**config.mk**
```make
export PLATFORM = sky130hd
export DESIGN_NAME = antialiased_line_rasterizer
export DESIGN_NICKNAME = d
export VERILOG_FILES = /design/src/sv/aalr_pkg.sv /design/src/sv/aalr_ctrl.sv /design/src/sv/aalr_dp.sv /design/src/sv/antialiased_line_rasterizer.sv
export SDC_FILE = /design/constraint.sdc
export NUM_CORES = 1
export LEC_CHECK = 0
export ABC_AREA = 1
export BUFFER_PORTS_ARGS = -buffer_cell sky130_fd_sc_hd__buf_2
export CORE_ASPECT_RATIO = 1.25
export CORE_MARGIN = 1
export CORE_UTILIZATION = 45
export CTS_BUF_LIST = sky130_fd_sc_hd__clkbuf_8
export DETAILED_ROUTE_END_ITERATION = 10
export PLACE_DENSITY = 0.72
export SLEW_MARGIN = 20
export SYNTH_ARGS = -nofsm -noshare
export SYNTH_HDL_FRONTEND = slang
export SYNTH_SLANG_ARGS = --single-unit
```
**constraint.sdc**
```tcl
create_clock -name clock -period 8.6 [get_ports clock]
set_input_delay 1.29 -clock clock [delete_from_list [all_inputs] [get_ports clock]]
set_output_delay 1.29 -clock clock [all_outputs]
set_load 0.05 [all_outputs]
```
**src/sv/aalr_pkg.sv**
```systemverilog
// Shared constants, types and command/status structs of the antialiased line rasterizer.
package aalr_pkg;

   localparam int COORD_BITS   = 12;
   localparam int FRAC_BITS    = 16;
   localparam int COVER_BITS   = 8;
   localparam int OUT_BITS     = COORD_BITS + 1;
   localparam int MINOR_BITS   = COORD_BITS + 2;
   localparam int ACC_BITS     = MINOR_BITS + FRAC_BITS;
   localparam int QUO_BITS     = FRAC_BITS + 1;
   localparam int GRAD_BITS    = QUO_BITS + 1;
   localparam int DIV_CNT_BITS = $clog2(QUO_BITS);
   localparam int PROD_BITS    = FRAC_BITS + COVER_BITS + 1;

   localparam logic [DIV_CNT_BITS-1:0] DIV_LAST   = DIV_CNT_BITS'(QUO_BITS - 1);
   localparam logic [COVER_BITS-1:0]   CMAX       = '1;
   localparam logic [COVER_BITS-1:0]   HALF_COVER = COVER_BITS'(1) << (COVER_BITS - 1);
   localparam logic [COVER_BITS-1:0]   NO_COVER   = '0;

   localparam logic OP_START = 1'b0;
   localparam logic OP_STEP  = 1'b1;

   typedef logic [COORD_BITS-1:0] coord_type;
   typedef logic [OUT_BITS-1:0]   out_coord_type;
   typedef logic [COVER_BITS-1:0] cover_type;

   typedef enum logic [2:0] {
      ST_IDLE,
      ST_RUN,
      ST_DIV,
      ST_LSTART,
      ST_LEND,
      ST_LMID
   } state_type;

   typedef enum logic [1:0] {
      KIND_EMPTY,
      KIND_RUN,
      KIND_LINE
   } kind_type;

   typedef enum logic [1:0] {
      EMIT_RUN,
      EMIT_LSTART,
      EMIT_LEND,
      EMIT_LMID
   } emit_sel_type;

   typedef struct packed {
      logic         start;
      logic         emit;
      emit_sel_type emit_sel;
      logic         div_step;
      logic         pop;
   } cmd_type;

   typedef struct packed {
      kind_type start_kind;
      logic     div_last;
      logic     run_two;
      logic     run_done2;
      logic     line_short;
      logic     mid_done;
   } status_type;

   typedef struct packed {
      out_coord_type x;
      out_coord_type y;
      cover_type     cov;
      logic          last;
      logic          done;
   } pixel_type;

endpackage

```
**src/sv/aalr_ctrl.sv**
```systemverilog
// Controller: line/run sequencing, divide wait and result buffer occupancy.
module aalr_ctrl (
   input  logic                  clock,
   input  logic                  reset,
   input  logic                  req_valid,
   output logic                  req_stall,
   input  logic                  req_op,
   output logic                  rsp_valid,
   input  logic                  rsp_stall,
   input  aalr_pkg::status_type  status,
   output aalr_pkg::cmd_type     cmd
);

   aalr_pkg::state_type state_ff, state_in;
   logic [1:0]          cnt_ff, cnt_in;
   logic [1:0]          nres;
   logic                can_load;
   logic                accept;
   logic                step_acc;

   always_ff @(posedge clock) begin
      if (reset) begin
         state_ff <= aalr_pkg::ST_IDLE;
         cnt_ff   <= 2'd0;
      end else begin
         state_ff <= state_in;
         cnt_ff   <= cnt_in;
      end
   end

   always_comb begin
      state_in     = state_ff;
      nres         = 2'd0;
      rsp_valid    = (cnt_ff != 2'd0);
      cmd.pop      = rsp_valid && !rsp_stall;
      can_load     = (cnt_ff == 2'd0) || ((cnt_ff == 2'd1) && cmd.pop);
      req_stall    = (state_ff == aalr_pkg::ST_DIV) || !can_load;
      accept       = req_valid && !req_stall;
      step_acc     = accept && (req_op == aalr_pkg::OP_STEP);
      cmd.start    = accept && (req_op == aalr_pkg::OP_START);
      cmd.div_step = (state_ff == aalr_pkg::ST_DIV);
      cmd.emit     = 1'b0;
      cmd.emit_sel = aalr_pkg::EMIT_RUN;

      case (state_ff)
         aalr_pkg::ST_IDLE: begin
            state_in = aalr_pkg::ST_IDLE;
         end
         aalr_pkg::ST_RUN: begin
            cmd.emit     = step_acc;
            cmd.emit_sel = aalr_pkg::EMIT_RUN;
            if (step_acc) begin
               nres = status.run_two ? 2'd2 : 2'd1;
               if (!status.run_two || status.run_done2) begin
                  state_in = aalr_pkg::ST_IDLE;
               end
            end
         end
         aalr_pkg::ST_DIV: begin
            if (status.div_last) begin
               state_in = aalr_pkg::ST_LSTART;
            end
         end
         aalr_pkg::ST_LSTART: begin
            cmd.emit     = step_acc;
            cmd.emit_sel = aalr_pkg::EMIT_LSTART;
            if (step_acc) begin
               nres     = 2'd2;
               state_in = aalr_pkg::ST_LEND;
            end
         end
         aalr_pkg::ST_LEND: begin
            cmd.emit     = step_acc;
            cmd.emit_sel = aalr_pkg::EMIT_LEND;
            if (step_acc) begin
               nres     = 2'd2;
               state_in = status.line_short ? aalr_pkg::ST_IDLE : aalr_pkg::ST_LMID;
            end
         end
         aalr_pkg::ST_LMID: begin
            cmd.emit     = step_acc;
            cmd.emit_sel = aalr_pkg::EMIT_LMID;
            if (step_acc) begin
               nres = 2'd2;
               if (status.mid_done) begin
                  state_in = aalr_pkg::ST_IDLE;
               end
            end
         end
         default: begin
            state_in = aalr_pkg::ST_IDLE;
         end
      endcase

      // a start item aborts whatever line is in progress
      if (cmd.start) begin
         case (status.start_kind)
            aalr_pkg::KIND_RUN:  state_in = aalr_pkg::ST_RUN;
            aalr_pkg::KIND_LINE: state_in = aalr_pkg::ST_DIV;
            default:             state_in = aalr_pkg::ST_IDLE;
         endcase
      end

      if (cmd.emit) begin
         cnt_in = nres;
      end else if (cmd.pop) begin
         cnt_in = cnt_ff - 2'd1;
      end else begin
         cnt_in = cnt_ff;
      end
   end

endmodule

```
**src/sv/aalr_dp.sv**
```systemverilog
// Datapath: endpoint setup, serial gradient divider, intercept walk and result buffer.
module aalr_dp (
   input  logic                       clock,
   input  aalr_pkg::coord_type        req_x_start,
   input  aalr_pkg::coord_type        req_y_start,
   input  aalr_pkg::coord_type        req_x_end,
   input  aalr_pkg::coord_type        req_y_end,
   input  aalr_pkg::cmd_type          cmd,
   output aalr_pkg::status_type       status,
   output aalr_pkg::pixel_type        rsp_pixel
);

   // line state
   logic                                 steep_ff, steep_in;
   aalr_pkg::coord_type                  base_major_ff, base_major_in;
   aalr_pkg::coord_type                  base_minor_ff, base_minor_in;
   aalr_pkg::out_coord_type              len_ff, len_in;
   aalr_pkg::out_coord_type              delta_ff, delta_in;
   logic [aalr_pkg::GRAD_BITS-1:0]       grad_ff, grad_in;
   logic [aalr_pkg::ACC_BITS-1:0]        acc_ff, acc_in;
   aalr_pkg::out_coord_type              column_ff, column_in;
   // divider
   aalr_pkg::coord_type                  rem_ff, rem_in;
   logic [aalr_pkg::QUO_BITS-1:0]        quo_ff, quo_in;
   logic [aalr_pkg::DIV_CNT_BITS-1:0]    div_cnt_ff, div_cnt_in;
   logic                                 div_bit_ff, div_bit_in;
   logic                                 neg_ff, neg_in;
   // result buffer
   aalr_pkg::pixel_type                  out0_ff, out0_in;
   aalr_pkg::pixel_type                  out1_ff, out1_in;

   // start setup
   aalr_pkg::coord_type                  adx, ady;
   logic                                 steep_l, swap_l;
   aalr_pkg::coord_type                  a0, a1, b0, b1;
   aalr_pkg::coord_type                  bmaj_l, bmin_l, emin_l;
   aalr_pkg::kind_type                   kind_l;
   // divide step
   aalr_pkg::out_coord_type              div_t, div_diff;
   logic                                 div_ge;
   logic [aalr_pkg::GRAD_BITS-1:0]       grad_mag;
   // pixel generation
   aalr_pkg::out_coord_type              mj_col, mj_col1, mj_end, mn_base, mn_end;
   logic [aalr_pkg::MINOR_BITS-1:0]      mn_mid;
   logic [aalr_pkg::FRAC_BITS-1:0]       frac;
   logic [aalr_pkg::PROD_BITS-1:0]       prod;
   aalr_pkg::cover_type                  chi;
   logic [aalr_pkg::ACC_BITS-1:0]        grad_ext;
   aalr_pkg::pixel_type                  p0, p1;

   function automatic aalr_pkg::pixel_type place(
      input logic                    steep,
      input aalr_pkg::out_coord_type mj,
      input aalr_pkg::out_coord_type mn,
      input aalr_pkg::cover_type     cov,
      input logic                    last,
      input logic                    done
   );
      aalr_pkg::pixel_type p;
      p.x    = steep ? mn : mj;
      p.y    = steep ? mj : mn;
      p.cov  = cov;
      p.last = last;
      p.done = done;
      return p;
   endfunction

   always_ff @(posedge clock) begin
      steep_ff      <= steep_in;
      base_major_ff <= base_major_in;
      base_minor_ff <= base_minor_in;
      len_ff        <= len_in;
      delta_ff      <= delta_in;
      grad_ff       <= grad_in;
      acc_ff        <= acc_in;
      column_ff     <= column_in;
      rem_ff        <= rem_in;
      quo_ff        <= quo_in;
      div_cnt_ff    <= div_cnt_in;
      div_bit_ff    <= div_bit_in;
      neg_ff        <= neg_in;
      out0_ff       <= out0_in;
      out1_ff       <= out1_in;
   end

   // endpoint classification and ordering
   always_comb begin
      adx     = (req_x_start < req_x_end) ? req_x_end - req_x_start : req_x_start - req_x_end;
      ady     = (req_y_start < req_y_end) ? req_y_end - req_y_start : req_y_start - req_y_end;
      steep_l = (ady > adx);
      a0      = steep_l ? req_y_start : req_x_start;
      a1      = steep_l ? req_y_end   : req_x_end;
      b0      = steep_l ? req_x_start : req_y_start;
      b1      = steep_l ? req_x_end   : req_y_end;
      swap_l  = (a0 > a1);
      bmaj_l  = swap_l ? a1 : a0;
      bmin_l  = swap_l ? b1 : b0;
      emin_l  = swap_l ? b0 : b1;

      if (req_y_start == req_y_end) begin
         kind_l = (adx == '0) ? aalr_pkg::KIND_EMPTY : aalr_pkg::KIND_RUN;
      end else if (req_x_start == req_x_end) begin
         kind_l = aalr_pkg::KIND_RUN;
      end else begin
         kind_l = aalr_pkg::KIND_LINE;
      end
   end

   // one quotient bit per cycle; the remainder always stays below the divisor
   always_comb begin
      div_t    = {rem_ff, div_bit_ff};
      div_ge   = (div_t >= len_ff);
      div_diff = div_t - len_ff;
      grad_mag = {1'b0, quo_ff[aalr_pkg::QUO_BITS-2:0], div_ge};
   end

   // pixel pair for the current step
   always_comb begin
      mn_base  = {1'b0, base_minor_ff};
      mj_col   = {1'b0, base_major_ff} + column_ff;
      mj_col1  = mj_col + aalr_pkg::OUT_BITS'(1);
      mj_end   = {1'b0, base_major_ff} + len_ff;
      mn_end   = mn_base + delta_ff;
      frac     = acc_ff[aalr_pkg::FRAC_BITS-1:0];
      mn_mid   = {2'b00, base_minor_ff} + acc_ff[aalr_pkg::ACC_BITS-1:aalr_pkg::FRAC_BITS];
      prod     = aalr_pkg::PROD_BITS'(frac) * aalr_pkg::PROD_BITS'(aalr_pkg::CMAX)
               + (aalr_pkg::PROD_BITS'(1) << (aalr_pkg::FRAC_BITS - 1));
      chi      = prod[aalr_pkg::FRAC_BITS +: aalr_pkg::COVER_BITS];
      grad_ext = {{(aalr_pkg::ACC_BITS - aalr_pkg::GRAD_BITS){grad_ff[aalr_pkg::GRAD_BITS-1]}},
                  grad_ff};

      status.start_kind = kind_l;
      status.div_last   = (div_cnt_ff == aalr_pkg::DIV_LAST);
      status.run_two    = (column_ff + aalr_pkg::OUT_BITS'(1)) < len_ff;
      status.run_done2  = (column_ff + aalr_pkg::OUT_BITS'(2)) >= len_ff;
      status.line_short = (len_ff <= aalr_pkg::OUT_BITS'(1));
      status.mid_done   = (column_ff + aalr_pkg::OUT_BITS'(1)) >= len_ff;

      case (cmd.emit_sel)
         aalr_pkg::EMIT_RUN: begin
            p0 = place(steep_ff, mj_col, mn_base, aalr_pkg::CMAX,
                       !status.run_two, !status.run_two);
            p1 = place(steep_ff, mj_col1, mn_base, aalr_pkg::CMAX, 1'b1, status.run_done2);
         end
         aalr_pkg::EMIT_LSTART: begin
            p0 = place(steep_ff, mj_col, mn_base, aalr_pkg::HALF_COVER, 1'b0, 1'b0);
            p1 = place(steep_ff, mj_col, mn_base + aalr_pkg::OUT_BITS'(1),
                       aalr_pkg::NO_COVER, 1'b1, 1'b0);
         end
         aalr_pkg::EMIT_LEND: begin
            p0 = place(steep_ff, mj_end, mn_end, aalr_pkg::HALF_COVER, 1'b0, 1'b0);
            p1 = place(steep_ff, mj_end, mn_end + aalr_pkg::OUT_BITS'(1),
                       aalr_pkg::NO_COVER, 1'b1, status.line_short);
         end
         default: begin
            p0 = place(steep_ff, mj_col, mn_mid[aalr_pkg::OUT_BITS-1:0],
                       aalr_pkg::CMAX - chi, 1'b0, 1'b0);
            p1 = place(steep_ff, mj_col,
                       mn_mid[aalr_pkg::OUT_BITS-1:0] + aalr_pkg::OUT_BITS'(1),
                       chi, 1'b1, status.mid_done);
         end
      endcase
   end

   // register updates
   always_comb begin
      steep_in      = steep_ff;
      base_major_in = base_major_ff;
      base_minor_in = base_minor_ff;
      len_in        = len_ff;
      delta_in      = delta_ff;
      grad_in       = grad_ff;
      acc_in        = acc_ff;
      column_in     = column_ff;
      rem_in        = rem_ff;
      quo_in        = quo_ff;
      div_cnt_in    = div_cnt_ff;
      div_bit_in    = div_bit_ff;
      neg_in        = neg_ff;
      out0_in       = out0_ff;
      out1_in       = out1_ff;

      if (cmd.start) begin
         column_in = '0;
         if (status.start_kind == aalr_pkg::KIND_LINE) begin
            steep_in      = steep_l;
            base_major_in = bmaj_l;
            base_minor_in = bmin_l;
            len_in        = {1'b0, steep_l ? ady : adx};
            delta_in      = {1'b0, emin_l} - {1'b0, bmin_l};
            neg_in        = (emin_l < bmin_l);
            acc_in        = '0;
            // dividend is |delta| shifted up by the fraction width; seed with its top part
            rem_in        = (steep_l ? adx : ady) >> 1;
            div_bit_in    = steep_l ? adx[0] : ady[0];
            quo_in        = '0;
            div_cnt_in    = '0;
         end else if (req_y_start == req_y_end) begin
            steep_in      = 1'b0;
            base_major_in = (req_x_start < req_x_end) ? req_x_start : req_x_end;
            base_minor_in = req_y_start;
            len_in        = {1'b0, adx};
         end else begin
            steep_in      = 1'b1;
            base_major_in = (req_y_start < req_y_end) ? req_y_start : req_y_end;
            base_minor_in = req_x_start;
            len_in        = {1'b0, ady};
         end
      end

      if (cmd.div_step) begin
         rem_in     = div_ge ? div_diff[aalr_pkg::COORD_BITS-1:0]
                             : div_t[aalr_pkg::COORD_BITS-1:0];
         quo_in     = {quo_ff[aalr_pkg::QUO_BITS-2:0], div_ge};
         div_bit_in = 1'b0;
         div_cnt_in = div_cnt_ff + aalr_pkg::DIV_CNT_BITS'(1);
         if (status.div_last) begin
            grad_in = neg_ff ? -grad_mag : grad_mag;
         end
      end

      if (cmd.emit) begin
         out0_in = p0;
         out1_in = p1;
         case (cmd.emit_sel)
            aalr_pkg::EMIT_RUN: begin
               column_in = column_ff + aalr_pkg::OUT_BITS'(2);
            end
            aalr_pkg::EMIT_LSTART: begin
               acc_in    = grad_ext;
               column_in = aalr_pkg::OUT_BITS'(1);
            end
            aalr_pkg::EMIT_LMID: begin
               acc_in    = acc_ff + grad_ext;
               column_in = column_ff + aalr_pkg::OUT_BITS'(1);
            end
            default: begin
               column_in = column_ff;
            end
         endcase
      end else if (cmd.pop) begin
         // advance the second pixel to the head
         out0_in = out1_ff;
      end
   end

   assign rsp_pixel = out0_ff;

endmodule

```
**src/sv/antialiased_line_rasterizer.sv**
```systemverilog
// Antialiased line rasterizer: step items produce one or two pixels (none while idle),
// one result per cycle while the result side does not stall. A step item's first pixel is
// presented the cycle after acceptance; a new item is taken only once the result buffer is
// empty or its last pixel is being read out. A start item for a sloped line holds the input
// stalled for the serial gradient divider (one quotient bit per cycle); a run or empty
// start needs no divide. Synchronous reset idles the sequencer and empties the result buffer.
module antialiased_line_rasterizer (
   input  logic                       clock,
   input  logic                       reset,
   input  logic                       req_valid,
   output logic                       req_stall,
   input  logic                       req_op,
   input  aalr_pkg::coord_type        req_x_start,
   input  aalr_pkg::coord_type        req_y_start,
   input  aalr_pkg::coord_type        req_x_end,
   input  aalr_pkg::coord_type        req_y_end,
   output logic                       rsp_valid,
   input  logic                       rsp_stall,
   output aalr_pkg::out_coord_type    rsp_pixel_x,
   output aalr_pkg::out_coord_type    rsp_pixel_y,
   output aalr_pkg::cover_type        rsp_coverage,
   output logic                       rsp_last_of_step,
   output logic                       rsp_line_done
);

   aalr_pkg::cmd_type    cmd;
   aalr_pkg::status_type status;
   aalr_pkg::pixel_type  pixel;

   aalr_ctrl u_ctrl (
      .clock     (clock),
      .reset     (reset),
      .req_valid (req_valid),
      .req_stall (req_stall),
      .req_op    (req_op),
      .rsp_valid (rsp_valid),
      .rsp_stall (rsp_stall),
      .status    (status),
      .cmd       (cmd)
   );

   aalr_dp u_dp (
      .clock       (clock),
      .req_x_start (req_x_start),
      .req_y_start (req_y_start),
      .req_x_end   (req_x_end),
      .req_y_end   (req_y_end),
      .cmd         (cmd),
      .status      (status),
      .rsp_pixel   (pixel)
   );

   assign rsp_pixel_x      = pixel.x;
   assign rsp_pixel_y      = pixel.y;
   assign rsp_coverage     = pixel.cov;
   assign rsp_last_of_step = pixel.last;
   assign rsp_line_done    = pixel.done;

   a_start_pair_half : assert property (@(posedge clock) disable iff (reset)
      (cmd.emit && cmd.emit_sel == aalr_pkg::EMIT_LSTART) |=>
         (rsp_valid && rsp_coverage == aalr_pkg::HALF_COVER && !rsp_last_of_step))
      else $error("start endpoint pair not presented at half coverage");

   a_done_is_last : assert property (@(posedge clock) disable iff (reset)
      (rsp_valid && rsp_line_done) |-> rsp_last_of_step)
      else $error("line done flagged on a pixel that does not end its step");

   a_start_empties : assert property (@(posedge clock) disable iff (reset)
      (req_valid && !req_stall && req_op == aalr_pkg::OP_START) |=> !rsp_valid)
      else $error("results pending after a start item");

endmodule

```
==> key figures, run 1 <==
Worst setup path
  – R2R depth: 13
  – Signal arrival time at the worst endpoint: 8.04 ns
  – WP data required: 8.92 ns
  – Crit-path most repeated cell: nand2_1
  – Slowest cell on the critical path: a31oi_4
  – CP Class: input pin to flop
  – CP Buf/Inv Count: 7
  – R2r setup slk: 3.86 ns
  – Cell family with most CP delay: simple AND/OR/NAND/NOR gates
  – RR Startpoint: u_dp.acc_ff[12]
  – Crit path depth: 41
  – Max stage delay on crit path: 0.47 ns
  – CP Launch Type: input pin
  – Critical path startpoint: req_x_start[0]
  – Highest net fanout along the worst path: 39
  – Setup crit end: u_dp.delta_ff[11]
  – CP endpoint kind: flop
  – R2R Path End: u_dp.out1_ff[7]

Clock network
  – Hold_buf cts: 0
  – Cts bufs inserted: 38
  – Root Driver: clkbuf_8
  – Max clock buf depth: 3
  – Clk sinks: about 220
  – Clock transition at the registers of the reported paths: 0.06 ns
  – Post-CTS Setup Repair Bufs: 0
  – CTS tree: done
  – Post-cts sizing count: 0
  – H-tree depth: 2
  – Clock Latency Late Sink: 0.60 ns

Global routing
  – Tot GR Track Use: 0.266
  – First-pass GRT wire length: between 100,000 and 150,000 um
  – Largest net degree at the start of global routing: 85
  – Initial antenna violation count: 2
  – Vias in the first global route: 23,700
  – GRT overflow: 0

Power and ir drop
  – Switching power: 4.84 mW
  – Static leakage: 13.6 nW
  – Total Power: just over 9 mW
  – Peak supply drop: 0.216 mV
  – Logic gate share of total power: 0.662
  – Internal: 4.31 mW
  – Sw Ratio: 0.529
  – Pwr Density: about 330 nW/um2
  – Part of the power in registers: 0.219
  – Clock power share: 0.119

Synth
  – Compound-Gate Fraction of Synth Area: 0.169
  – Synth area leaders: edfxtp_1 22%, nand2_1 14%, ha_1 13%
  – Mux share of post-synthesis cell area: 0.000390
  – Post-Synth Simple-Gate Area: 0.260
  – Syn nets: 4,061
  – Area leader, netlist: edfxtp_1
  – Combinational family with the most area after synthesis: simple AND/OR/NAND/NOR gates
  – Distinct cell type count after synthesis: 67
  – Yosys warning total: 0
  – Post-Syn Area: approximately 26,000 um2
  – Asr flop ratio synth: 0
  – Post-Synthesis Mean Instance Area: 7.00 um2
  – Adder-cell share of the synthesized area: 0.188
  – Synth Flop Type: edfxtp_1
  – Register area share after synthesis: 0.245
  – Synth Register Bits: 221
  – Synth top area share: 0.217
  – EDFF count, synth: around 190
  – Synth Instances: 3,671
  – Top-count cell post-synth: nand2_1
  – Xor and xnor area share after synthesis: 0.0480
  – Commonest cells in the synthesized netlist: 974 x nand2_1, 477 x inv_1, 303 x o21ai_0, 284 x nor2_1, 276 x a21oi_1

Die
  – Initial Util: 0.457
  – Die width: 216 um
  – Rows: between 90 and 100
  – Die area: 58,000 um2
  – Die height: roughly 270 um
  – Core area: 56,200 um2
  – I/O pins: 91

Route
  – ANT nets after route: 0
  – Avg Vias per Cell: 5.55
  – Drt initial violations: 2,103
  – Vias: 25,000
  – Drt pass-1 iters: 6
  – DRC: 0
  – Routed WL: ~80,000 um
  – Mean routed wirelength per cell: 17.5 um

Layout
  – Layout cell share with drive strength beyond 1: 0.0636
  – Final design utilization: 0.494
  – Area Overhead vs Synth: 8.03%
  – Fin cells: 4,498
  – Number of nets in the layout: 4,115
  – Finished Cell Area: 27,700 um2

Timing
  – Final setup viols: 0
  – Worst-margin pin slew: 1.02 ns
  – Setup Skew: about 0.03 ns
  – Hold WS: 0.515 ns
  – Final Hold Vio Count: 0
  – Fin crit share: 0.897
  – Final min period: 7.72 ns
  – Slew headroom: 0.316
  – TNS Setup: 0 ns
  – Worst setup margin: approximately 0.88 ns
  – Fmax: 130 MHz
  – RSZ-0062 raised after global routing: no
  – Slew Limit Fails: 0

Placed design
  – Placed Instances: 4,427
  – Placer Congestion: 1.03
  – Placed cell area: 26,900 um2
  – Detailed placer's ending HPWL: ~63,000 um
  – Port bufs: 90
  – DP Worst Slack: 0.393 ns

Outcome
  – Status: complete, no violations

Run
  – Total of max-cap violations: 0

Hold path
  – HP Class: flop to flop
==> placed cells by master, fill, tap and decap left out, drive strengths merged, types with 27 or more instances in the layout <==
cell,instances
dfxtp,35
buf,121
nor3,37
fa,80
clkbuf,40
nand4,54
xnor2,34
xor2,105
nor2,292
inv,495
a31oi,27
nand3,208
edfxtp,186
o211ai,30
a21oi,278
nand2,975
ha,257
o21ai,308
==> worst register-to-register path, stage by stage, from the launching register on <==
cell	delay, ns
dfxtp_1	0.54
fa_1	0.59
fa_1	0.54
inv_1	0.05
fa_1	0.49
inv_1	0.05
fa_1	0.47
ha_1	0.36
nand2_1	0.15
nor4_1	0.44
nand4_1	0.15
nand3_1	0.18
xor2_1	0.33
o21ai_0	0.13
==> power groups by stage <==
stage / Clock, mW / Combinational, mW / Sequential [mW]
finish: 1.09 / 6.06 / 2.00
global route: 1.15 / 6.80 / 2.03
CTS: 1.11 / 5.97 / 2.00
detailed placement: 0 / 5.93 / 2.02
global placement: 0 / 5.91 / 2.01
floorplan: 0 / 4.30 / 2.06
==> cells by family after synthesis <==
group / count (synthesis)
muxes: 1
buffers and inverters: 601
and+or+nand+nor: 1605
AOI/OAI and AO/OA: 767
xor gates and xnor gates: 139
adders and majority gates: 337
DFF: 221
==> metal layers <==
layer / global-route usage / up-vias / share of wire
li1: - / 12400 / -
met1: 0.327 / 11400 / 0.41
met2: 0.453 / 940 / 0.47
met3: 0.0303 / 234 / 0.066
met4: 0.147 / 2 / 0.056
met5: 0 / - / 0.00017
==> layout make-up <==
cell class,instances,area (um2)
Fill cell,5644,28400
Multi-Input combinational cell,2849,17100
Sequential cell,221,6290
Inverter,494,1860
Tap cell,742,928
Timing Repair Buffer,121,708
Clock buffer,40,551
Clock inverter,30,292
Antenna cell,1,2.50
==> state kept, by name, indices dropped and copies added (netlist names) <==
name                count
u_dp.out1_ff           35
u_dp.acc_ff            29
u_dp.grad_ff           18
u_dp.rsp_pixel         36
u_dp.base_major_ff     12
u_dp.div_cnt_ff         5
u_dp.delta_ff          13
u_dp.steep_ff           1
u_ctrl.cnt_ff           2
u_dp.base_minor_ff     12
u_ctrl.state_ff         3
u_dp.quo_ff            16
u_dp.len_ff            12
u_dp.column_ff         13
u_dp.div_bit_ff         1
u_dp.rem_ff            12
u_dp.neg_ff             1
==> worst min-delay path by stage <==
stage,from,endpoint,slack [ns],cells past startpoint
after floorplan,u_dp.acc_ff[20],u_dp.acc_ff[20],0.45,2
after global placement,u_dp.div_bit_ff,u_dp.div_bit_ff,0.50,2
after detailed placement,u_dp.out1_ff[9],u_dp.rsp_pixel[9],0.50,2
after CTS,u_dp.out1_ff[9],u_dp.rsp_pixel[9],0.52,2
after global routing,u_dp.acc_ff[20],u_dp.acc_ff[20],0.55,2
final,u_dp.out1_ff[9],u_dp.rsp_pixel[9],0.51,2
Power figures use the tool's default switching activity.
==> run 2: changes to the inputs <==
ABC_AREA = 0   (was 1)
CORE_UTILIZATION = 35   (was 45)
GPL_ROUTABILITY_DRIVEN = 1   (was default)
PLACE_DENSITY = 0.61   (was 0.72)
==> key figures, run 2 <==
Worst setup path
  – RR Startpoint: u_dp.acc_ff[3]
  – Highest net fanout along the worst path: 7
  – R2r setup slk: 2.92 ns
  – Signal arrival time at the worst endpoint: 8.64 ns
  – CP endpoint kind: flop
  – Crit-path most repeated cell: a21oi_2
  – Slowest cell on the critical path: fa_2
  – Max stage delay on crit path: 0.42 ns
  – CP Class: input pin to flop
  – CP Launch Type: input pin
  – R2R Path End: u_dp.rsp_pixel[8]
  – R2R depth: 15
  – WP data required: about 8.9 ns

Outcome
  – Status: complete, no violations

Global routing
  – Largest net degree at the start of global routing: 96
  – Initial antenna violation count: 5
  – Vias in the first global route: 20,500
  – Tot GR Track Use: 0.209
  – GRT overflow: 0
  – First-pass GRT wire length: 113,000 um

Power and ir drop
  – Peak supply drop: 0.190 mV
  – Pwr Density: 331 nW/um2
  – Static leakage: 12.5 nW

Synth
  – Distinct cell type count after synthesis: about 80
  – Commonest cells in the synthesized netlist: 257 x a21oi_1, 257 x ha_1, 208 x nand2_1, 202 x nor2_1, 187 x o21ai_0
  – Syn nets: just over 3,000
  – Post-Synthesis Mean Instance Area: between 8 and 9 um2
  – Post-Synth Simple-Gate Area: 0.137
  – Synth area leaders: edfxtp_1 24%, ha_1 14%, fa_1 6.9%
  – Yosys warning total: 0
  – Combinational family with the most area after synthesis: compound AO/OA/AOI/OAI gates
  – Synth Flop Type: edfxtp_1
  – Register area share after synthesis: 0.269
  – Mux share of post-synthesis cell area: 0.0589
  – Post-Syn Area: 23,400 um2
  – Adder-cell share of the synthesized area: 0.206
  – Synth top area share: 0.239
  – Asr flop ratio synth: 0
  – Area leader, netlist: edfxtp_1
  – Synth Register Bits: roughly 220
  – Synth Instances: 2,647
  – EDFF count, synth: 186
  – Compound-Gate Fraction of Synth Area: 0.214
  – Xor and xnor area share after synthesis: 0.0671

Placed design
  – Placer Congestion: 0.987
  – Port bufs: 90
  – DP Worst Slack: -0.748 ns
  – Detailed placer's ending HPWL: 57,600 um
  – Placed Instances: ~3,700

Layout
  – Fin cells: 3,828
  – Commonest non-fill, non-tap cell in the layout: buf_4
  – Largest register FFs: 36
  – Number of nets in the layout: 3,333
  – Commonest non-fill, non-tap cells in the layout: 280 x buf_4, 251 x ha_1, 243 x a21oi_1, 208 x nand2_1, 197 x nor2_1
  – Layout cell share with drive strength beyond 1: 0.184
  – Area Overhead vs Synth: 18.7%

Die
  – Die width: 233 um
  – Core area: 65,800 um2
  – Die area: 67,800 um2
  – Die height: ~290 um
  – Initial Util: 0.355
  – I/O pins: between 90 and 100
  – Rows: 105

Route
  – DRC: 0
  – Vias: 20,900
  – Avg Vias per Cell: roughly 5.5
  – ANT nets after route: 0
  – Drt initial violations: 1,295
  – Routed WL: 72,600 um
  – Drt pass-1 iters: 6
  – Mean routed wirelength per cell: 19.0 um

Clock network
  – H-tree depth: 2
  – Clk sinks: 221
  – Root Driver: clkbuf_8
  – Clock transition at the registers of the reported paths: 0.07 ns
  – Clock Latency Late Sink: ~0.58 ns
  – Cts bufs inserted: 37
  – CTS tree: done
  – Max clock buf depth: 3
  – Hold_buf cts: 0

Run
  – Total of max-cap violations: 0

Timing
  – Fmax: between 100 and 150 MHz
  – RSZ-0062 raised after global routing: yes
  – Setup Skew: 0.0280 ns
  – Worst-margin pin slew: roughly 0.97 ns
  – Final min period: 8.32 ns
  – Slew headroom: 0.350
  – Final Hold Vio Count: 0
  – Final setup viols: 0
  – Worst setup margin: 0.280 ns
  – Fin crit share: 0.967
  – Hold WS: 0.507 ns
  – Slew Limit Fails: 0

Hold path
  – HP Class: flop to flop
  – Hold path start: u_ctrl.cnt_ff[1]
  – Hold Path Stages: 2
  – WHS Endpoint: u_ctrl.cnt_ff[1]
run 2: changes by cell type in the layout (fill, tap and decap cells not counted), sizes merged, moves of 90 or more:
cell / delta
nand2: -766
inv: -307
nor2: -90
buf: +254
o21ai: -118
nand3: -151
mux2i: +104
run 2: worst max-delay path by stage:
stage                         to      startpoint  slack [ns]
2_1_floorplan  u_dp.delta_ff[12]  req_y_start[0]      -0.003
3_3_place_gp   u_dp.delta_ff[11]  req_y_start[0]       -0.57
3_5_place_dp   u_dp.delta_ff[12]  req_y_start[0]       -0.75
4_1_cts        u_dp.delta_ff[12]  req_y_start[0]        0.02
5_1_grt        u_dp.delta_ff[12]  req_y_start[0]       -0.12
6_report       u_dp.delta_ff[10]  req_x_start[0]        0.28
run 2: per-layer routing:
| metal | track usage | vias to the layer above | routed length [um] |
|---|---|---|---|
| li1 | - | 10300 | - |
| met2 | 0.362 | 613 | 35200 |
| met5 | 0 | - | 27 |
| met1 | 0.264 | 9921 | 30900 |
| met3 | 0.0217 | 131 | 3660 |
| met4 | 0.0819 | 4 | 2780 |
run 2: power by group:
part	switching [mW]	internal (mW)	total [mW]	leakage, nW
registers	0.253	1.70	1.96	1.99
logic	3.63	2.65	6.28	10.1
clock network	0.456	0.493	0.949	0.403
total	4.34	4.85	9.19	12.5
run 2: layout make-up:
class / count / area, um2
tap: 856 / 1070
clock buffer: 40 / 551
timing repair buffer: 376 / 2650
sequential: 221 / 6290
antenna: 3 / 7.51
multi-input combinational: 2128 / 16300
inverter: 179 / 672
clock inverter: 25 / 173
fill: 6517 / 38100
run 2: logic make-up (layout without fill, tap and decap cells):
family                     count (synthesis)  in the layout
AOI/OAI and AO/OA                        790            790
xor gates and xnor gates                 179            179
adders and majority gates                337            337
buffers and inverters                    298            620
DFF                                      221            221
muxes                                    133            133
other                                      0              3
and+or+nand+nor                          689            689
run 2: through the flow:
| step | total power [mW] | TNS, ns | cell area [um2] | utilization |
|---|---|---|---|---|
| after detailed placement | 7.99 | -4.60 | 26600 | 0.404 |
| after CTS | 9.00 | 0 | 27400 | 0.416 |
| after floorplan | 6.15 | -0.00324 | 23500 | - |
| after global routing | 9.92 | -0.212 | 27700 | 0.422 |
| final | 9.19 | 0 | 27700 | 0.422 |
| after global placement | 7.93 | -3.44 | 26600 | 0.404 |
run 2: timing repair:
| action | CTS | global route |
|---|---|---|
| resized for setup | 1 | 64 |
| endpoints found under the setup margin | 5 | 7 |
| buffers inserted | 1 | 12 |
| gates cloned | 0 | 1 |
| pin swaps | 1 | 29 |
run 2: worst max-delay path: cells and delay by family:
kind	cells	cell delay, ns
compound gates	17	2.91
fa+ha+maj	6	1.71
mux	3	0.97
buf+inv	8	0.89
simple gates	4	0.60
xor+xnor	2	0.25
==> run 3: changes to the inputs <==
SYNTH_HIERARCHICAL = 1   (was default)
==> key figures, run 3 <==
Die
  – Die height: 293 um
  – Die area: 68,900 um2
  – I/O pins: approximately 90
  – Initial Util: 0.355
  – Die width: 235 um
  – Core area: 67,000 um2
  – Rows: 106

Synth
  – Yosys warning total: 6
  – Synth Instances: ~2,700
  – Top-count cell post-synth: ha_1
  – Post-Synthesis Mean Instance Area: a little under 9 um2
  – Synth area leaders: edfxtp_1 24%, ha_1 14%, fa_1 6.7%
  – EDFF count, synth: 186
  – Area leader, netlist: edfxtp_1
  – Post-Syn Area: 23,700 um2
  – Synth top area share: 0.235
  – Register area share after synthesis: 0.265
  – Distinct cell type count after synthesis: 93
  – Asr flop ratio synth: 0
  – Synth Register Bits: 221
  – Synth Flop Type: edfxtp_1
  – Syn nets: 3,048
  – Commonest cells in the synthesized netlist: 259 x ha_1, 227 x nor2_1, 208 x a21oi_1, 187 x inv_1, 186 x edfxtp_1

Timing
  – Hold WS: 0.486 ns
  – Slew Limit Fails: 0
  – Slew headroom: 0.250
  – Worst setup margin: 0.295 ns
  – Setup Skew: 0.0253 ns
  – Worst-margin pin slew: 1.12 ns
  – Fmax: 120 MHz
  – Fin crit share: 0.966
  – Final min period: 8.31 ns
  – Final Hold Vio Count: 0
  – Final setup viols: 0

Hold path
  – HP Class: flop to flop

Clock network
  – Root Driver: clkbuf_8
  – CTS tree: done
  – Max clock buf depth: 3
  – H-tree depth: 2
  – Clk sinks: about 220
  – Clock transition at the registers of the reported paths: 0.06 ns
  – Clock Latency Late Sink: 0.57 ns
  – Cts bufs inserted: 37
  – Hold_buf cts: 0

Worst setup path
  – Crit-path most repeated cell: inv_1
  – CP endpoint kind: flop
  – WP data required: 9.04 ns
  – Signal arrival time at the worst endpoint: 8.74 ns
  – Highest net fanout along the worst path: 6
  – CP Buf/Inv Count: 8
  – CP Class: input pin to flop
  – Max stage delay on crit path: 0.38 ns
  – CP Launch Type: input pin
  – Cell family with most CP delay: compound AO/OA/AOI/OAI gates
  – Slowest cell on the critical path: a2111o_1

Layout
  – Layout cell share with drive strength beyond 1: 0.183
  – Largest register FFs: 36
  – Area Overhead vs Synth: 17.8%
  – Finished Cell Area: 28,000 um2
  – Fin cells: 3,828
  – Commonest non-fill, non-tap cells in the layout: 256 x buf_4, 256 x ha_1, 224 x nor2_1, 200 x a21oi_1, 191 x inv_1
  – Number of nets in the layout: 3,325
  – FILL cells: around 6,700

Power and ir drop
  – Peak supply drop: 0.201 mV
  – Pwr Density: roughly 370 nW/um2
  – Total Power: 10.3 mW
  – Static leakage: around 12 nW

Route
  – Drt initial violations: 1,542
  – Drt pass-1 iters: 8
  – Mean routed wirelength per cell: 18.5 um
  – ANT nets after route: 0
  – Avg Vias per Cell: between 5 and 6
  – Vias: 20,800
  – Routed WL: slightly above 70,000 um
  – DRC: 0

Global routing
  – Tot GR Track Use: 0.199
  – First-pass GRT wire length: 109,000 um
  – Vias in the first global route: 19,900
  – Initial antenna violation count: 3
  – GRT overflow: 0
  – Largest net degree at the start of global routing: 92

Placed design
  – Placed cell area: 26,800 um2
  – Detailed placer's ending HPWL: 56,400 um
  – Port bufs: 90
  – Placed Instances: approximately 3,700
  – DP Worst Slack: -0.588 ns
  – Placer Congestion: 0.946

Outcome
  – Status: complete, no violations

Run
  – Total of max-cap violations: 0
run 3: cell types whose count changed in the layout (fill, tap and decap cells not counted), sizes merged, moves of 23 or more:
cell / change
buf: -23
a21oi: -49
o21ai: -30
nor2: +25
o211ai: +26
mux2: +23
and2: +28
nand2: -31
run 3: routing by layer:
layer,up-vias,track usage,share of wire
li1,10300,-,-
met1,9802,0.258,0.45
met2,610,0.339,0.47
met3,127,0.0167,0.046
met4,0,0.0842,0.042
met5,-,0,0
run 3: kinds of logic (layout without fill, tap and decap cells):
logic type / count (synthesis) / count (layout) / share of synthesized area
adders and majority gates: 339 / 339 / 0.204
and+or+nand+nor: 714 / 714 / 0.143
xor gates and xnor gates: 180 / 180 / 0.0667
DFF: 221 / 221 / 0.265
other: 0 / 3 / 0
buffers and inverters: 304 / 609 / 0.0495
AOI/OAI and AO/OA: 756 / 756 / 0.209
muxes: 142 / 142 / 0.0633
run 3: final timing paths:
kind	from	slack, ns	to	cells past startpoint
worst max-delay path	req_x_start[0]	0.29	u_dp/delta_ff[12]	38
worst min-delay path	u_dp/div_bit_ff	0.49	u_dp/div_bit_ff	2
worst max register to register	u_dp/acc_ff[9]	3.40	u_dp/rsp_pixel[9]	14
worst min register to register	u_dp/div_bit_ff	0.49	u_dp/div_bit_ff	2
run 3: stage by stage:
step / utilization / TNS [ns]
after floorplan: - / 0
after global placement: 0.400 / -1.88
after detailed placement: 0.400 / -3.09
after CTS: 0.413 / 0
after global routing: 0.418 / -0.0117
final: 0.418 / 0
run 3: area by class of cell:
cell class,instances,area (um2),share of cell area
Antenna cell,3,7.51,0.000268
Sequential cell,221,6290,0.225
Tap cell,864,1080,0.0386
Inverter,188,706,0.0252
Clock inverter,28,313,0.0112
Clock buffer,39,537,0.0192
Multi-Input combinational cell,2131,16500,0.591
Timing Repair Buffer,354,2520,0.0899
run 3: timing repair:
action,4_1_cts,5_1_grt
setup buffers,0,13
resized for setup,0,42
endpoints found under the setup margin,0,7
run 3: report_power, final:
group / internal, mW / total [mW] / switching [mW]
logic: 3.03 / 7.14 / 4.11
registers: 1.75 / 2.03 / 0.288
clock network: 0.636 / 1.09 / 0.456
total: 5.41 / 10.3 / 4.86
run 3: worst register-to-register path: stages (launching register included):
cell	delay, ns
dfxtp_1	0.63
fa_1	0.60
fa_1	0.54
fa_1	0.52
fa_1	0.49
ha_1	0.31
o211ai_1	0.12
a2111oi_0	0.34
a21bo_2	0.30
a311oi_1	0.33
nor3_1	0.11
o21bai_1	0.22
a21oi_1	0.11
xnor2_1	0.14
o22a_1	0.19
